--- config.mk ---
export PLATFORM = sky130hd
export DESIGN_NAME = contour_quad_corner_finder_flat
export DESIGN_NICKNAME = d
export VERILOG_FILES = /design/src/rtl/core/cqcf_pkg.sv /design/src/rtl/core/cqcf_point_if.sv /design/src/rtl/core/cqcf_corner_if.sv /design/src/rtl/core/cqcf_region_sort.sv /design/src/rtl/core/contour_quad_corner_finder.sv /design/src/flat_wrapper.sv
export SDC_FILE = /design/constraint.sdc
export NUM_CORES = 2
export LEC_CHECK = 0
export BUFFER_PORTS_ARGS = -buffer_cell sky130_fd_sc_hd__buf_2
export CORE_MARGIN = 2
export CORE_UTILIZATION = 49
export CTS_BUF_LIST = sky130_fd_sc_hd__clkbuf_4
export DETAILED_ROUTE_END_ITERATION = 12
export PLACE_DENSITY = 0.67
export SETUP_SLACK_MARGIN = 0.1
export SYNTH_ARGS = -nofsm -noshare
export SYNTH_HDL_FRONTEND = slang
export SYNTH_HIERARCHICAL = 1
export SYNTH_SLANG_ARGS = --single-unit
--- constraint.sdc ---
create_clock -name i_clk -period 11.87 [get_ports i_clk]
set_clock_uncertainty 0.15 [all_clocks]
set_input_delay 2.9675 -clock i_clk [delete_from_list [all_inputs] [get_ports i_clk]]
set_output_delay 2.9675 -clock i_clk [all_outputs]
set_load 0.005 [all_outputs]
--- src/rtl/core/cqcf_pkg.sv ---
package cqcf_pkg;

    // default coordinate width, handed to the top-level parameter
    localparam int COORD_BITS_DEF = 12;

    // configuration port
    localparam int CFG_IDX_BITS = 3;

    typedef enum logic [CFG_IDX_BITS-1:0] {
        CFG_BOX_LEFT   = 3'd0,
        CFG_BOX_TOP    = 3'd1,
        CFG_BOX_RIGHT  = 3'd2,
        CFG_BOX_BOTTOM = 3'd3,
        CFG_DIAG_MODE  = 3'd4
    } t_cfg_idx;

    // corner regions: diagonal names, axis mode uses the same slots
    // (upper-left, upper-right, lower-right, lower-left)
    localparam int NUM_CORNERS = 4;

    typedef enum logic [1:0] {
        RGN_LEFT   = 2'd0,
        RGN_TOP    = 2'd1,
        RGN_RIGHT  = 2'd2,
        RGN_BOTTOM = 2'd3
    } t_region;

    // control that travels with a point through the pipeline
    typedef struct packed {
        logic valid;
        logic last;
    } t_pt_ctl;

    typedef struct packed {
        logic    valid;
        logic    last;
        logic    hit;
        t_region region;
    } t_sort_ctl;

endpackage

--- src/rtl/core/cqcf_point_if.sv ---
interface cqcf_point_if #(
    parameter int COORD_BITS = 12
);
    logic                  valid;
    logic                  ready;
    logic [COORD_BITS-1:0] point_x;
    logic [COORD_BITS-1:0] point_y;
    logic                  last_point;

    modport source (output valid, point_x, point_y, last_point, input ready);
    modport sink   (input valid, point_x, point_y, last_point, output ready);
    modport monitor (input valid, ready, point_x, point_y, last_point);
endinterface

--- src/rtl/core/cqcf_corner_if.sv ---
interface cqcf_corner_if #(
    parameter int COORD_BITS = 12
);
    logic                  valid;
    logic                  ready;
    logic [COORD_BITS-1:0] corner0_x;
    logic [COORD_BITS-1:0] corner0_y;
    logic [COORD_BITS-1:0] corner1_x;
    logic [COORD_BITS-1:0] corner1_y;
    logic [COORD_BITS-1:0] corner2_x;
    logic [COORD_BITS-1:0] corner2_y;
    logic [COORD_BITS-1:0] corner3_x;
    logic [COORD_BITS-1:0] corner3_y;

    modport source (
        output valid, corner0_x, corner0_y, corner1_x, corner1_y,
               corner2_x, corner2_y, corner3_x, corner3_y,
        input  ready
    );
    modport sink (
        input  valid, corner0_x, corner0_y, corner1_x, corner1_y,
               corner2_x, corner2_y, corner3_x, corner3_y,
        output ready
    );
    modport monitor (
        input valid, ready, corner0_x, corner0_y, corner1_x, corner1_y,
              corner2_x, corner2_y, corner3_x, corner3_y
    );
endinterface

--- src/rtl/core/cqcf_region_sort.sv ---
module cqcf_region_sort
    import cqcf_pkg::*;
#(
    parameter int COORD_BITS = COORD_BITS_DEF
) (
    input  logic                  i_clk,
    input  logic                  i_rst_n,
    input  logic                  i_en,
    input  t_pt_ctl               i_ctl,
    input  logic [COORD_BITS-1:0] i_x,
    input  logic [COORD_BITS-1:0] i_y,
    input  logic [COORD_BITS-1:0] i_left,
    input  logic [COORD_BITS-1:0] i_top,
    input  logic [COORD_BITS-1:0] i_right,
    input  logic [COORD_BITS-1:0] i_bottom,
    input  logic                  i_diag,
    output t_sort_ctl             o_ctl,
    output logic [COORD_BITS+1:0] o_dx,
    output logic [COORD_BITS+1:0] o_dy
);
    localparam int N      = COORD_BITS;
    localparam int P_BITS = 2 * N + 2;
    localparam int S_BITS = 2 * N + 3;

    // stage a: box extents and the three diagonal products
    logic signed [N:0]        w, h, ydb, ydt, xdr;
    logic signed [P_BITS-1:0] n_p1, n_p2, n_p3;
    logic signed [P_BITS-1:0] r_p1, r_p2, r_p3;
    logic [N-1:0]             r_a_x, r_a_y;
    t_pt_ctl                  r_a_ctl;

    assign w   = $signed({1'b0, i_right})  - $signed({1'b0, i_left});
    assign h   = $signed({1'b0, i_bottom}) - $signed({1'b0, i_top});
    assign ydb = $signed({1'b0, i_y})      - $signed({1'b0, i_bottom});
    assign ydt = $signed({1'b0, i_y})      - $signed({1'b0, i_top});
    assign xdr = $signed({1'b0, i_x})      - $signed({1'b0, i_right});
    assign n_p1 = P_BITS'(w) * P_BITS'(ydb);
    assign n_p2 = P_BITS'(h) * P_BITS'(xdr);
    assign n_p3 = P_BITS'(w) * P_BITS'(ydt);

    always_ff @(posedge i_clk) begin
        if (!i_rst_n) begin
            r_a_ctl <= '0;
        end else if (i_en) begin
            r_a_ctl <= i_ctl;
        end
    end

    always_ff @(posedge i_clk) begin
        if (i_en) begin
            r_p1  <= n_p1;
            r_p2  <= n_p2;
            r_p3  <= n_p3;
            r_a_x <= i_x;
            r_a_y <= i_y;
        end
    end

    // stage b: diagonal sides
    logic [S_BITS-1:0] d1, d2;
    logic              gt1, lt1, gt2, lt2;

    assign d1  = {r_p1[P_BITS-1], r_p1} - {r_p2[P_BITS-1], r_p2};
    assign d2  = {r_p3[P_BITS-1], r_p3} + {r_p2[P_BITS-1], r_p2};
    assign lt1 = d1[S_BITS-1];
    assign gt1 = !d1[S_BITS-1] && (d1 != '0);
    assign lt2 = d2[S_BITS-1];
    assign gt2 = !d2[S_BITS-1] && (d2 != '0);

    // box centre for axis mode
    logic [N:0]   sum_lr, sum_tb;
    logic [N-1:0] hx, hy;
    logic         x_lt, x_gt, y_lt, y_gt;

    assign sum_lr = {1'b0, i_left} + {1'b0, i_right};
    assign sum_tb = {1'b0, i_top}  + {1'b0, i_bottom};
    assign hx     = sum_lr[N:1];
    assign hy     = sum_tb[N:1];
    assign x_lt   = r_a_x < hx;
    assign x_gt   = r_a_x > hx;
    assign y_lt   = r_a_y < hy;
    assign y_gt   = r_a_y > hy;

    // region pick and its doubled reference point
    logic         hit;
    t_region      region;
    logic [N:0]   ref_x, ref_y;

    always_comb begin
        hit    = 1'b1;
        region = RGN_LEFT;
        if (i_diag) begin
            if (!lt1 && gt2) begin
                region = RGN_TOP;
            end else if (gt1 && !gt2) begin
                region = RGN_RIGHT;
            end else if (!gt1 && lt2) begin
                region = RGN_BOTTOM;
            end else if (lt1 && !lt2) begin
                region = RGN_LEFT;
            end else begin
                hit = 1'b0;
            end
        end else begin
            if (x_lt && !y_gt) begin
                region = RGN_LEFT;
            end else if (!x_lt && y_lt) begin
                region = RGN_TOP;
            end else if (x_gt && !y_lt) begin
                region = RGN_RIGHT;
            end else if (!x_gt && y_gt) begin
                region = RGN_BOTTOM;
            end else begin
                hit = 1'b0;
            end
        end
    end

    always_comb begin
        ref_x = '0;
        ref_y = '0;
        if (i_diag) begin
            case (region)
                RGN_TOP:    begin ref_x = sum_lr;            ref_y = {i_top, 1'b0};    end
                RGN_RIGHT:  begin ref_x = {i_right, 1'b0};   ref_y = sum_tb;           end
                RGN_BOTTOM: begin ref_x = sum_lr;            ref_y = {i_bottom, 1'b0}; end
                default:    begin ref_x = {i_left, 1'b0};    ref_y = sum_tb;           end
            endcase
        end else begin
            case (region)
                RGN_TOP:    begin ref_x = {i_left, 1'b0};  ref_y = {i_bottom, 1'b0}; end
                RGN_RIGHT:  begin ref_x = {i_left, 1'b0};  ref_y = {i_top, 1'b0};    end
                RGN_BOTTOM: begin ref_x = {i_right, 1'b0}; ref_y = {i_top, 1'b0};    end
                default:    begin ref_x = {i_right, 1'b0}; ref_y = {i_bottom, 1'b0}; end
            endcase
        end
    end

    // stage b registers
    t_sort_ctl    r_b_ctl;
    logic [N+1:0] r_b_dx, r_b_dy;

    always_ff @(posedge i_clk) begin
        if (!i_rst_n) begin
            r_b_ctl <= '0;
        end else if (i_en) begin
            r_b_ctl.valid  <= r_a_ctl.valid;
            r_b_ctl.last   <= r_a_ctl.last;
            r_b_ctl.hit    <= hit;
            r_b_ctl.region <= region;
        end
    end

    always_ff @(posedge i_clk) begin
        if (i_en) begin
            r_b_dx <= {1'b0, r_a_x, 1'b0} - {1'b0, ref_x};
            r_b_dy <= {1'b0, r_a_y, 1'b0} - {1'b0, ref_y};
        end
    end

    assign o_ctl = r_b_ctl;
    assign o_dx  = r_b_dx;
    assign o_dy  = r_b_dy;

endmodule

--- src/rtl/core/contour_quad_corner_finder.sv ---
// channel   | dir | modport | payload
// ----------+-----+---------+---------------------------------------------
// i_pt      | in  | sink    | point_x, point_y, last_point
// o_corner  | out | source  | corner0..3 x/y, one transaction per contour
// i_cfg_*   | in  | -       | box_left/top/right/bottom, diagonal_mode
//
// one point per cycle while no stall holds the pipeline; the best-point update is a
// compare-and-write per region, which sets that rate
// five-register pipeline: input, sort stage a, sort stage b, update stage, result register
// reset is synchronous and clears control, config and the kept corners
// a held result stalls the pipeline only when a second last point reaches
// the update stage; other points keep flowing
module contour_quad_corner_finder
    import cqcf_pkg::*;
#(
    parameter int COORD_BITS = COORD_BITS_DEF
) (
    input  logic                    i_clk,
    input  logic                    i_rst_n,
    input  logic                    i_cfg_we,
    input  logic [CFG_IDX_BITS-1:0] i_cfg_idx,
    input  logic [COORD_BITS-1:0]   i_cfg_data,
    cqcf_point_if.sink              i_pt,
    cqcf_corner_if.source           o_corner
);
    localparam int N         = COORD_BITS;
    localparam int SQ_BITS   = 2 * N + 2;
    localparam int DIST_BITS = 2 * N + 4;
    localparam int PROD_BITS = 2 * N + 4;

    // configuration registers
    logic [N-1:0] r_left, r_top, r_right, r_bottom;
    logic         r_diag;

    always_ff @(posedge i_clk) begin
        if (!i_rst_n) begin
            r_left   <= '0;
            r_top    <= '0;
            r_right  <= '0;
            r_bottom <= '0;
            r_diag   <= 1'b0;
        end else if (i_cfg_we) begin
            case (t_cfg_idx'(i_cfg_idx))
                CFG_BOX_LEFT:   r_left   <= i_cfg_data;
                CFG_BOX_TOP:    r_top    <= i_cfg_data;
                CFG_BOX_RIGHT:  r_right  <= i_cfg_data;
                CFG_BOX_BOTTOM: r_bottom <= i_cfg_data;
                CFG_DIAG_MODE:  r_diag   <= i_cfg_data[0];
                default: ;
            endcase
        end
    end

    // pipeline advance: hold only when a last point meets a held result
    t_sort_ctl r_c_ctl;
    logic      r_out_valid;
    logic      stall, en;

    assign stall      = r_c_ctl.valid && r_c_ctl.last && r_out_valid && !o_corner.ready;
    assign en         = !stall;
    assign i_pt.ready = en;

    // input register
    t_pt_ctl      r_in_ctl;
    logic [N-1:0] r_in_x, r_in_y;

    always_ff @(posedge i_clk) begin
        if (!i_rst_n) begin
            r_in_ctl <= '0;
        end else if (en) begin
            r_in_ctl.valid <= i_pt.valid;
            r_in_ctl.last  <= i_pt.last_point;
        end
    end

    always_ff @(posedge i_clk) begin
        if (en) begin
            r_in_x <= i_pt.point_x;
            r_in_y <= i_pt.point_y;
        end
    end

    // region sort and reference offsets
    t_sort_ctl    sort_ctl;
    logic [N+1:0] sort_dx, sort_dy;

    cqcf_region_sort #(
        .COORD_BITS (COORD_BITS)
    ) u_sort (
        .i_clk    (i_clk),
        .i_rst_n  (i_rst_n),
        .i_en     (en),
        .i_ctl    (r_in_ctl),
        .i_x      (r_in_x),
        .i_y      (r_in_y),
        .i_left   (r_left),
        .i_top    (r_top),
        .i_right  (r_right),
        .i_bottom (r_bottom),
        .i_diag   (r_diag),
        .o_ctl    (sort_ctl),
        .o_dx     (sort_dx),
        .o_dy     (sort_dy)
    );

    // squares of the offsets
    logic signed [N+1:0]     sdx, sdy;
    logic signed [2*N+3:0]   prod_x, prod_y;
    logic [SQ_BITS-1:0]      r_sqx, r_sqy;

    assign sdx    = $signed(sort_dx);
    assign sdy    = $signed(sort_dy);
    assign prod_x = PROD_BITS'(sdx) * PROD_BITS'(sdx);
    assign prod_y = PROD_BITS'(sdy) * PROD_BITS'(sdy);

    always_ff @(posedge i_clk) begin
        if (!i_rst_n) begin
            r_c_ctl <= '0;
        end else if (en) begin
            r_c_ctl <= sort_ctl;
        end
    end

    always_ff @(posedge i_clk) begin
        if (en) begin
            r_sqx <= prod_x[SQ_BITS-1:0];
            r_sqy <= prod_y[SQ_BITS-1:0];
        end
    end

    // point delay line alongside the sort stages
    logic [N-1:0] u_sort_x, u_sort_y;
    logic [N-1:0] r_a_x, r_a_y;

    always_ff @(posedge i_clk) begin
        if (en) begin
            r_a_x <= r_in_x;
            r_a_y <= r_in_y;
        end
    end

    assign u_sort_x = r_a_x;
    assign u_sort_y = r_a_y;

    // point coordinates at the update stage
    logic [N-1:0] r_c_x, r_c_y, r_b_x, r_b_y;

    always_ff @(posedge i_clk) begin
        if (en) begin
            r_b_x <= u_sort_x;
            r_b_y <= u_sort_y;
            r_c_x <= r_b_x;
            r_c_y <= r_b_y;
        end
    end

    // best-point update per region
    logic [N-1:0]         r_best_x [NUM_CORNERS];
    logic [N-1:0]         r_best_y [NUM_CORNERS];
    logic [DIST_BITS-1:0] r_best_d [NUM_CORNERS];
    logic [N-1:0]         n_best_x [NUM_CORNERS];
    logic [N-1:0]         n_best_y [NUM_CORNERS];
    logic [DIST_BITS-1:0] n_best_d [NUM_CORNERS];
    logic [DIST_BITS-1:0] pt_dist;
    logic                 upd;

    assign pt_dist = {2'b00, r_sqx} + {2'b00, r_sqy};
    assign upd     = r_c_ctl.valid && r_c_ctl.hit && (pt_dist > r_best_d[r_c_ctl.region]);

    always_comb begin
        for (int k = 0; k < NUM_CORNERS; k++) begin
            n_best_x[k] = r_best_x[k];
            n_best_y[k] = r_best_y[k];
            n_best_d[k] = r_best_d[k];
        end
        if (upd) begin
            n_best_x[r_c_ctl.region] = r_c_x;
            n_best_y[r_c_ctl.region] = r_c_y;
            n_best_d[r_c_ctl.region] = pt_dist;
        end
    end

    always_ff @(posedge i_clk) begin
        if (!i_rst_n) begin
            for (int k = 0; k < NUM_CORNERS; k++) begin
                r_best_x[k] <= '0;
                r_best_y[k] <= '0;
                r_best_d[k] <= '0;
            end
        end else if (en && r_c_ctl.valid) begin
            for (int k = 0; k < NUM_CORNERS; k++) begin
                if (r_c_ctl.last) begin
                    r_best_x[k] <= '0;
                    r_best_y[k] <= '0;
                    r_best_d[k] <= '0;
                end else begin
                    r_best_x[k] <= n_best_x[k];
                    r_best_y[k] <= n_best_y[k];
                    r_best_d[k] <= n_best_d[k];
                end
            end
        end
    end

    // result register
    logic [N-1:0] r_out_x [NUM_CORNERS];
    logic [N-1:0] r_out_y [NUM_CORNERS];
    logic         take_last;

    assign take_last = en && r_c_ctl.valid && r_c_ctl.last;

    always_ff @(posedge i_clk) begin
        if (!i_rst_n) begin
            r_out_valid <= 1'b0;
        end else if (take_last) begin
            r_out_valid <= 1'b1;
        end else if (o_corner.ready) begin
            r_out_valid <= 1'b0;
        end
    end

    always_ff @(posedge i_clk) begin
        if (take_last) begin
            for (int k = 0; k < NUM_CORNERS; k++) begin
                r_out_x[k] <= n_best_x[k];
                r_out_y[k] <= n_best_y[k];
            end
        end
    end

    assign o_corner.valid     = r_out_valid;
    assign o_corner.corner0_x = r_out_x[0];
    assign o_corner.corner0_y = r_out_y[0];
    assign o_corner.corner1_x = r_out_x[1];
    assign o_corner.corner1_y = r_out_y[1];
    assign o_corner.corner2_x = r_out_x[2];
    assign o_corner.corner2_y = r_out_y[2];
    assign o_corner.corner3_x = r_out_x[3];
    assign o_corner.corner3_y = r_out_y[3];

endmodule

--- src/flat_wrapper.sv ---
// flat-port wrapper written by rule: the top's interface ports become plain ports
module contour_quad_corner_finder_flat import cqcf_pkg::*;
#(
    parameter int COORD_BITS = COORD_BITS_DEF
)
  (i_clk, i_rst_n, i_cfg_we, i_cfg_idx, i_cfg_data, i_pt_valid, i_pt_point_x, i_pt_point_y, i_pt_last_point, i_pt_ready, o_corner_valid, o_corner_corner0_x, o_corner_corner0_y, o_corner_corner1_x, o_corner_corner1_y, o_corner_corner2_x, o_corner_corner2_y, o_corner_corner3_x, o_corner_corner3_y, o_corner_ready);
  cqcf_point_if #(.COORD_BITS(COORD_BITS)) i_pt_i ();
  cqcf_corner_if #(.COORD_BITS(COORD_BITS)) o_corner_i ();
  input  logic i_clk;
  input  logic i_rst_n;
  input  logic i_cfg_we;
  input  logic [CFG_IDX_BITS-1:0] i_cfg_idx;
  input  logic [COORD_BITS-1:0] i_cfg_data;
  input wire logic [$bits(i_pt_i.valid)-1:0] i_pt_valid;
  input wire logic [$bits(i_pt_i.point_x)-1:0] i_pt_point_x;
  input wire logic [$bits(i_pt_i.point_y)-1:0] i_pt_point_y;
  input wire logic [$bits(i_pt_i.last_point)-1:0] i_pt_last_point;
  output wire logic [$bits(i_pt_i.ready)-1:0] i_pt_ready;
  output wire logic [$bits(o_corner_i.valid)-1:0] o_corner_valid;
  output wire logic [$bits(o_corner_i.corner0_x)-1:0] o_corner_corner0_x;
  output wire logic [$bits(o_corner_i.corner0_y)-1:0] o_corner_corner0_y;
  output wire logic [$bits(o_corner_i.corner1_x)-1:0] o_corner_corner1_x;
  output wire logic [$bits(o_corner_i.corner1_y)-1:0] o_corner_corner1_y;
  output wire logic [$bits(o_corner_i.corner2_x)-1:0] o_corner_corner2_x;
  output wire logic [$bits(o_corner_i.corner2_y)-1:0] o_corner_corner2_y;
  output wire logic [$bits(o_corner_i.corner3_x)-1:0] o_corner_corner3_x;
  output wire logic [$bits(o_corner_i.corner3_y)-1:0] o_corner_corner3_y;
  input wire logic [$bits(o_corner_i.ready)-1:0] o_corner_ready;
  assign i_pt_i.valid = i_pt_valid;
  assign i_pt_i.point_x = i_pt_point_x;
  assign i_pt_i.point_y = i_pt_point_y;
  assign i_pt_i.last_point = i_pt_last_point;
  assign i_pt_ready = i_pt_i.ready;
  assign o_corner_valid = o_corner_i.valid;
  assign o_corner_corner0_x = o_corner_i.corner0_x;
  assign o_corner_corner0_y = o_corner_i.corner0_y;
  assign o_corner_corner1_x = o_corner_i.corner1_x;
  assign o_corner_corner1_y = o_corner_i.corner1_y;
  assign o_corner_corner2_x = o_corner_i.corner2_x;
  assign o_corner_corner2_y = o_corner_i.corner2_y;
  assign o_corner_corner3_x = o_corner_i.corner3_x;
  assign o_corner_corner3_y = o_corner_i.corner3_y;
  assign o_corner_i.ready = o_corner_ready;
  contour_quad_corner_finder #(.COORD_BITS(COORD_BITS)) u_core (.i_clk(i_clk), .i_rst_n(i_rst_n), .i_cfg_we(i_cfg_we), .i_cfg_idx(i_cfg_idx), .i_cfg_data(i_cfg_data), .i_pt(i_pt_i), .o_corner(o_corner_i));
endmodule
# --- Word-level counts from Yosys, hierarchy flattened ---
# Memory sizes are Yosys's and may differ from the RTL's. A register that Yosys moved wholly into a read port is not among the register bits.
# Index checks and enable logic that the tools add are counted.
word_totals:
  input_bits: 45
  reg_bits: 318
  output_inout_bits: 98
  memories: 5
  wordCells: 206
  ram_bits: 304
mem_list:
  columns: ["memory", "depth", "word_bits", "read_ports", "rd_clocked_by_memory_dff", "write_ports", "line_no", "text"]
  rows:
  - ["u_core.r_best_d", 4, 28, 5, 1, 4, "contour_quad_corner_finder.sv:160", "logic [DIST_BITS-1:0] r_best_d [NUM_CORNERS];"]
  - ["u_core.r_best_x", 4, 12, 4, 0, 4, "contour_quad_corner_finder.sv:158", "logic [N-1:0] r_best_x [NUM_CORNERS];"]
  - ["u_core.r_best_y", 4, 12, 4, 0, 4, "contour_quad_corner_finder.sv:159", "logic [N-1:0] r_best_y [NUM_CORNERS];"]
  - ["u_core.r_out_x", 4, 12, 4, 0, 4, "contour_quad_corner_finder.sv:206", "logic [N-1:0] r_out_x [NUM_CORNERS];"]
  - ["u_core.r_out_y", 4, 12, 4, 0, 4, "contour_quad_corner_finder.sv:207", "logic [N-1:0] r_out_y [NUM_CORNERS];"]
op_classes:
  bitwise: 25
  n_mul: 5
  addsub: 12
  n_reduce_logical: 40
  eq_ne: 7
  mux: 72
  order_cmp: 7
op_table:
  columns: ["cell", "n"]
  rows:
  - ["$mux 28", 9]
  - ["$mux 12", 17]
  - ["$bwmux 112", 1]
  - ["$mux 112", 1]
  - ["$bwmux 48", 2]
  - ["$mux 48", 2]
  - ["$mul 13x13->26", 3]
  - ["$sub 12x12->13", 5]
  - ["$demux 28 s2", 1]
  - ["$add 26x26->27", 2]
  - ["$reduce_bool 27->1", 2]
  - ["$mul 14x14->26", 2]
  - ["$mux 13", 4]
  - ["$pmux 13 s2", 2]
  - ["$gt 28x28->1", 1]
  - ["$sub 13x13->14", 2]
  - ["$sub 26x26->27", 1]
  - ["$add 12x12->13", 2]
  - ["$demux 12 s2", 1]
  - ["$gt 12x12->1", 2]
  - ["$lt 12x12->1", 2]
  - ["$or 1x1->1", 24]
  - ["$mux 1", 22]
  - ["$mux 2", 10]
  - ["14 further kinds", 48]

# --- Logic depth before layout (Yosys ltp) ---
logic_depth:
  ltp_word: 14
  ltp_mapped: 42
  depth_no_buf: 40

# --- By module ---
# The synthesis kept the hierarchy.
by_module_without_submodules:
  columns: ["mod", "cells_each", "n_inst", "seq_area_each_um2", "area_each_um2"]
  rows:
  - ["contour_quad_corner_finder", 3143, 1, 14694.1, 35393.9]
  - ["cqcf_region_sort", 3686, 1, 4043.9, 32431.1]

# --- Least setup slack after synthesis ---
# No wires, ideal clock.
synth_timing:
  path_type: "input port to output port"
  startpoint: "input o_corner_ready"
  endpoint: "output i_pt_ready"
  n_path_buf: 0
  cell_stages: 3
  t_required_ns: 8.753
  path_slack_ns: 0.152
  t_arrival_ns: 8.601
  path_cell_list: "nand2b_1 nor2_1 inv_1"
synth_between:
  elab_chain_cells: 3
synth_rtl:
  columns: ["item", "line_no", "text"]
  rows:
  - ["start: declaration", "flat_wrapper.sv:28", "input wire logic [$bits(o_corner_i.ready)-1:0] o_corner_ready;"]
  - ["$logic_not 1->1", "contour_quad_corner_finder.sv:59", "assign stall = r_c_ctl.valid && r_c_ctl.last && r_out_valid && !o_corner.ready;"]
  - ["$logic_and 1x1->1", "contour_quad_corner_finder.sv:59", null]
  - ["$logic_not 1->1", "contour_quad_corner_finder.sv:60", "assign en = !stall;"]
  - ["end: declaration", "flat_wrapper.sv:18", "output wire logic [$bits(i_pt_i.ready)-1:0] i_pt_ready;"]
# Every way passes these cells.

# --- Worst setup path in the final report ---
layout_timing:
  startpoint: "register u_core.r_top[1]"
  endpoint: "register u_core.u_sort.r_b_dy[12] (netlist: u_core/u_sort/o_dy[12]), data pin"
layout_between:
  elab_chain_cells: 13
  word_cells_on_any_way: 22
  classes_between: "add/sub (2); order compare (2); eq/ne (3); mux (8); reduce/logical (7)"
layout_rtl:
  columns: ["item", "line_no", "text"]
  rows:
  - ["start: declaration", "contour_quad_corner_finder.sv:32", "logic [N-1:0] r_left, r_top, r_right, r_bottom;"]
  - ["start signal: assignment", "contour_quad_corner_finder.sv:45", "CFG_BOX_TOP: r_top <= i_cfg_data;"]
  - ["$add 12x12->13", "cqcf_region_sort.sv:76", "assign sum_tb = {1'b0, i_top} + {1'b0, i_bottom};"]
  - ["$gt 12x12->1 or $lt 12x12->1 (tied branches)", "cqcf_region_sort.sv:82, cqcf_region_sort.sv:81", null]
  - ["$logic_and 1x1->1 or $logic_not 1->1 (tied branches)", "cqcf_region_sort.sv:111, cqcf_region_sort.sv:109", null]
  - ["$mux 2 or $logic_and 1x1->1 (tied branches)", "cqcf_region_sort.sv:111, cqcf_region_sort.sv:109", null]
  - ["$mux 2", "cqcf_region_sort.sv:109", "end else if (x_gt && !y_lt) begin"]
  - ["$mux 2", "cqcf_region_sort.sv:107", "end else if (!x_lt && y_lt) begin"]
  - ["$mux 2", "cqcf_region_sort.sv:105", "if (x_lt && !y_gt) begin"]
  - ["$mux 2", "cqcf_region_sort.sv:92", "if (i_diag) begin"]
  - ["$eq 2x2->1 (on tied branches)", "cqcf_region_sort.sv:123, cqcf_region_sort.sv:130", null]
  - ["$reduce_or 2->1 (no line)", null, null]
  - ["$mux 13", "cqcf_region_sort.sv:130", "case (region)"]
  - ["$mux 13 (*)", "cqcf_region_sort.sv:122", "if (i_diag) begin"]
  - ["$sub 13x13->14 (*)", "cqcf_region_sort.sv:157", "r_b_dy <= {1'b0, r_a_y, 1'b0} - {1'b0, ref_y};"]
  - ["end signal: assignment", "cqcf_region_sort.sv:157", null]
  - ["end: declaration", "cqcf_region_sort.sv:141", "logic [N+1:0] r_b_dx, r_b_dy;"]
# Mark *: on every way between the ends. The rest lies on a longest branch, timed or not.
# A chain may end at the register's enable or synchronous reset.

==> flow_metrics.tcl <==
set metrics [dict create \
    finalHoldWorstSlack_ns 0.198 \
    critPathLaunchType "register" \
    synth.distinct_cells 98 \
    die_height_um 376 \
    synth_ff_type "edfxtp_1" \
    cp_max_fo 22 \
    antenna_found_initial 22 \
    initial_core_util_pct 49.3 \
    grt_remaining_overflow 0 \
    clock_path_buffers 3 \
    timing.rr.end "u_core/u_sort/o_dy[12]" \
    worst_r2r_path_depth 35 \
    routabilityCongestion 0.982 \
    grt_pass1_vias 50600 \
    postCtsHoldBufs 0 \
    synth_largest_area_cell "edfxtp_1" \
    crit_family "compound AO/OA/AOI/OAI gates" \
    htreeDepth 4 \
    cts_made_buffers 181 \
    syn_inst 6829 \
    syn_area_um2 67800 \
    max_freq_ghz 0.105 \
    drtIter0Drc 3973 \
    rsz0062_at_grt "no" \
    tightest_slew_ns 1.29 \
    drv_slew 0 \
    maxCapViolCount 0 \
    syn_avg_cell_area_um2 9.93 \
    post_cts_resized 0 \
    r2r-start "u_core/r_top[1]" \
    grt_max_degree 101 \
    synth-seq-cells 646 \
    layout_min_cycle_time_ns 9.52 \
    async_flop_share_pct 0 \
    ys_warn_count 6 \
    worst_path_max_delay_cell "nor2_1" \
    port_buffers 142 \
    drive_gt1_share_pct 9.87 \
    ys_seq_area_share_pct 27.6 \
    yosys-top-cells-area "edfxtp_1 (26%), fa_1 (24%), ha_1 (10%), inv_1 (6.7%), nand2_1 (4.4%)" \
    setup_violations 0 \
    setup_tns_ns 0 \
    synth_top_cell_area_share_pct 25.7 \
    hold_viol 0 \
    vias 49300 \
    dp.final_hpwl_mm 139 \
    fin_util_pct 52.9 \
    grt_first_pass_wirelength_mm 284 \
    crit_top_cell "o21ai_0" \
    reg2reg_slack_ns 2.35 \
    cts-root-buf "clkbuf_4" \
    clkTransAtPathRegs_ns 0.08 \
    critPathCaptureType "register" \
    wl_per_cell_um 20.2 \
    min_path_type "register to register" \
    ant_nets 0 \
    min_from "u_core/r_a_y[3]" \
    arrival_ns 10.17 \
    min_to "u_core/r_b_y[3]" \
    cts_tree "built" \
    dr.pass1.iters 8 \
    die_w_um 376 \
    clock-sinks 646 \
    holdPathStages 0 \
    core-area_um2 137000 \
    outcome "finished, final reports clean" \
    drt_wl_total_mm 180 \
    path_buf_inv 2 \
    vias_per_cell 5.53 \
    finalNetCount 8407 \
    fin_crit_sh_pct 80.2 \
    ios 143 \
    grt_use_total_pct 26.0 \
    drc 0 \
    slowest_delay_ns 0.94 \
    area_delta_synth_final_pct 7.18 \
    clk_latency_ns 1.14 \
    fp.dieArea_um2 141000 \
    cp_data_required_time_ns 12.52 \
    rows 136 \
    slew_headroom_pct 12.9 \
    critical_path_class "register to register" \
    postCtsSetupRepairBufs 0 \
    synth-edff-count 580 \
]
==> placed cells by master, fill, tap and decap left out, drive strengths merged, types with 28 or more instances in the layout <==
master,n
a21oi,319
clkbuf,266
and3,43
or2,41
inv,1229
nand4,32
nor2,429
fa,820
and2,92
dfxtp,66
o21ai,201
a21boi,35
nand2b,88
a21o,91
mux4,28
edfxtp,580
ha,569
nand2,802
nor2b,65
a211oi,29
mux2,101
nor3,106
clkinv,41
nand3,99
o21bai,31
o21a,34
buf,203
xnor2,188
xor2,59
mux2i,124
a31oi,30
==> area by class of cell <==
type	instances	area (µm²)
antenna	16	40.0
clock buffer	266	2000
clock inverter	53	337
fill	12400	64800
inverter	1220	4590
multi-input combinational	4721	43600
sequential	646	18700
tap	1794	2240
timing repair buffer	203	1170
==> worst max-delay path by stage <==
stage / start / endpoint / cells past startpoint
2_1_floorplan: o_corner_ready / i_pt_ready / 3
3_3_place_gp: u_core/r_top[1] / u_core/u_sort/o_dy[12] / 35
3_5_place_dp: u_core/r_top[1] / u_core/u_sort/o_dy[12] / 35
4_1_cts: u_core/r_top[1] / u_core/u_sort/o_dy[12] / 35
5_1_grt: u_core/r_top[1] / u_core/u_sort/o_dy[12] / 35
6_report: u_core/r_top[1] / u_core/u_sort/o_dy[12] / 35
==> Yosys cell counts, drive strengths merged, types with 43 or more instances <==
| cell | instances |
|---|---|
| inv | 1219 |
| fa | 820 |
| nand2 | 802 |
| edfxtp | 580 |
| ha | 569 |
| nor2 | 429 |
| a21oi | 319 |
| o21ai | 201 |
| clkbuf | 197 |
| xnor2 | 188 |
| mux2i | 124 |
| nor3 | 106 |
| mux2 | 101 |
| nand3 | 99 |
| and2 | 92 |
| a21o | 91 |
| nand2b | 88 |
| dfxtp | 66 |
| nor2b | 65 |
| xor2 | 59 |
| buf | 46 |
| and3 | 43 |
==> kinds of logic after synthesis <==
logic type | share of synthesized area [%]
other cells | 0.00553
fa+ha+maj | 34.7
flops | 27.6
compound gates | 9.10
mux | 4.48
xor+xnor | 3.19
simple gates | 12.7
buf+inv | 8.25
==> state kept, by name (all words and copies together) (netlist names), 14 cells and up, named ones only <==
signal / flops
u_core/u_sort/o_dx: 14
u_core/u_sort/r_p2: 26
u_core/u_sort/r_p1: 26
u_core/r_best_d: 112
u_core/r_best_x: 48
u_core/r_sqx: 25
u_core/u_sort/r_p3: 26
u_core/r_sqy: 25
u_core/r_out_y: 48
u_core/u_sort/o_dy: 14
u_core/r_best_y: 48
u_core/r_out_x: 48
==> through the flow <==
stage | std cells | area (µm²) | worst slack, ns
floorplan | 6830 | 67800 | 0.152
global placement | 8584 | 70300 | 2.65
detailed placement | 8584 | 70300 | 2.56
CTS | 8903 | 72700 | 2.49
global route | 8912 | 72700 | 1.33
finish | 8919 | 72700 | 2.35
==> layer usage <==
metal / vias up / global-route usage [%] / wire length, µm
met5: - / 0 / 46
met3: 375 / 4.73 / 11900
met2: 1671 / 41.7 / 83900
met1: 24400 / 33.4 / 73600
li1: 22800 / - / -
met4: 8 / 14.1 / 10600
Power is not shown: default switching activity piles up to over one toggle a cycle in this logic, so the estimate is an artifact.
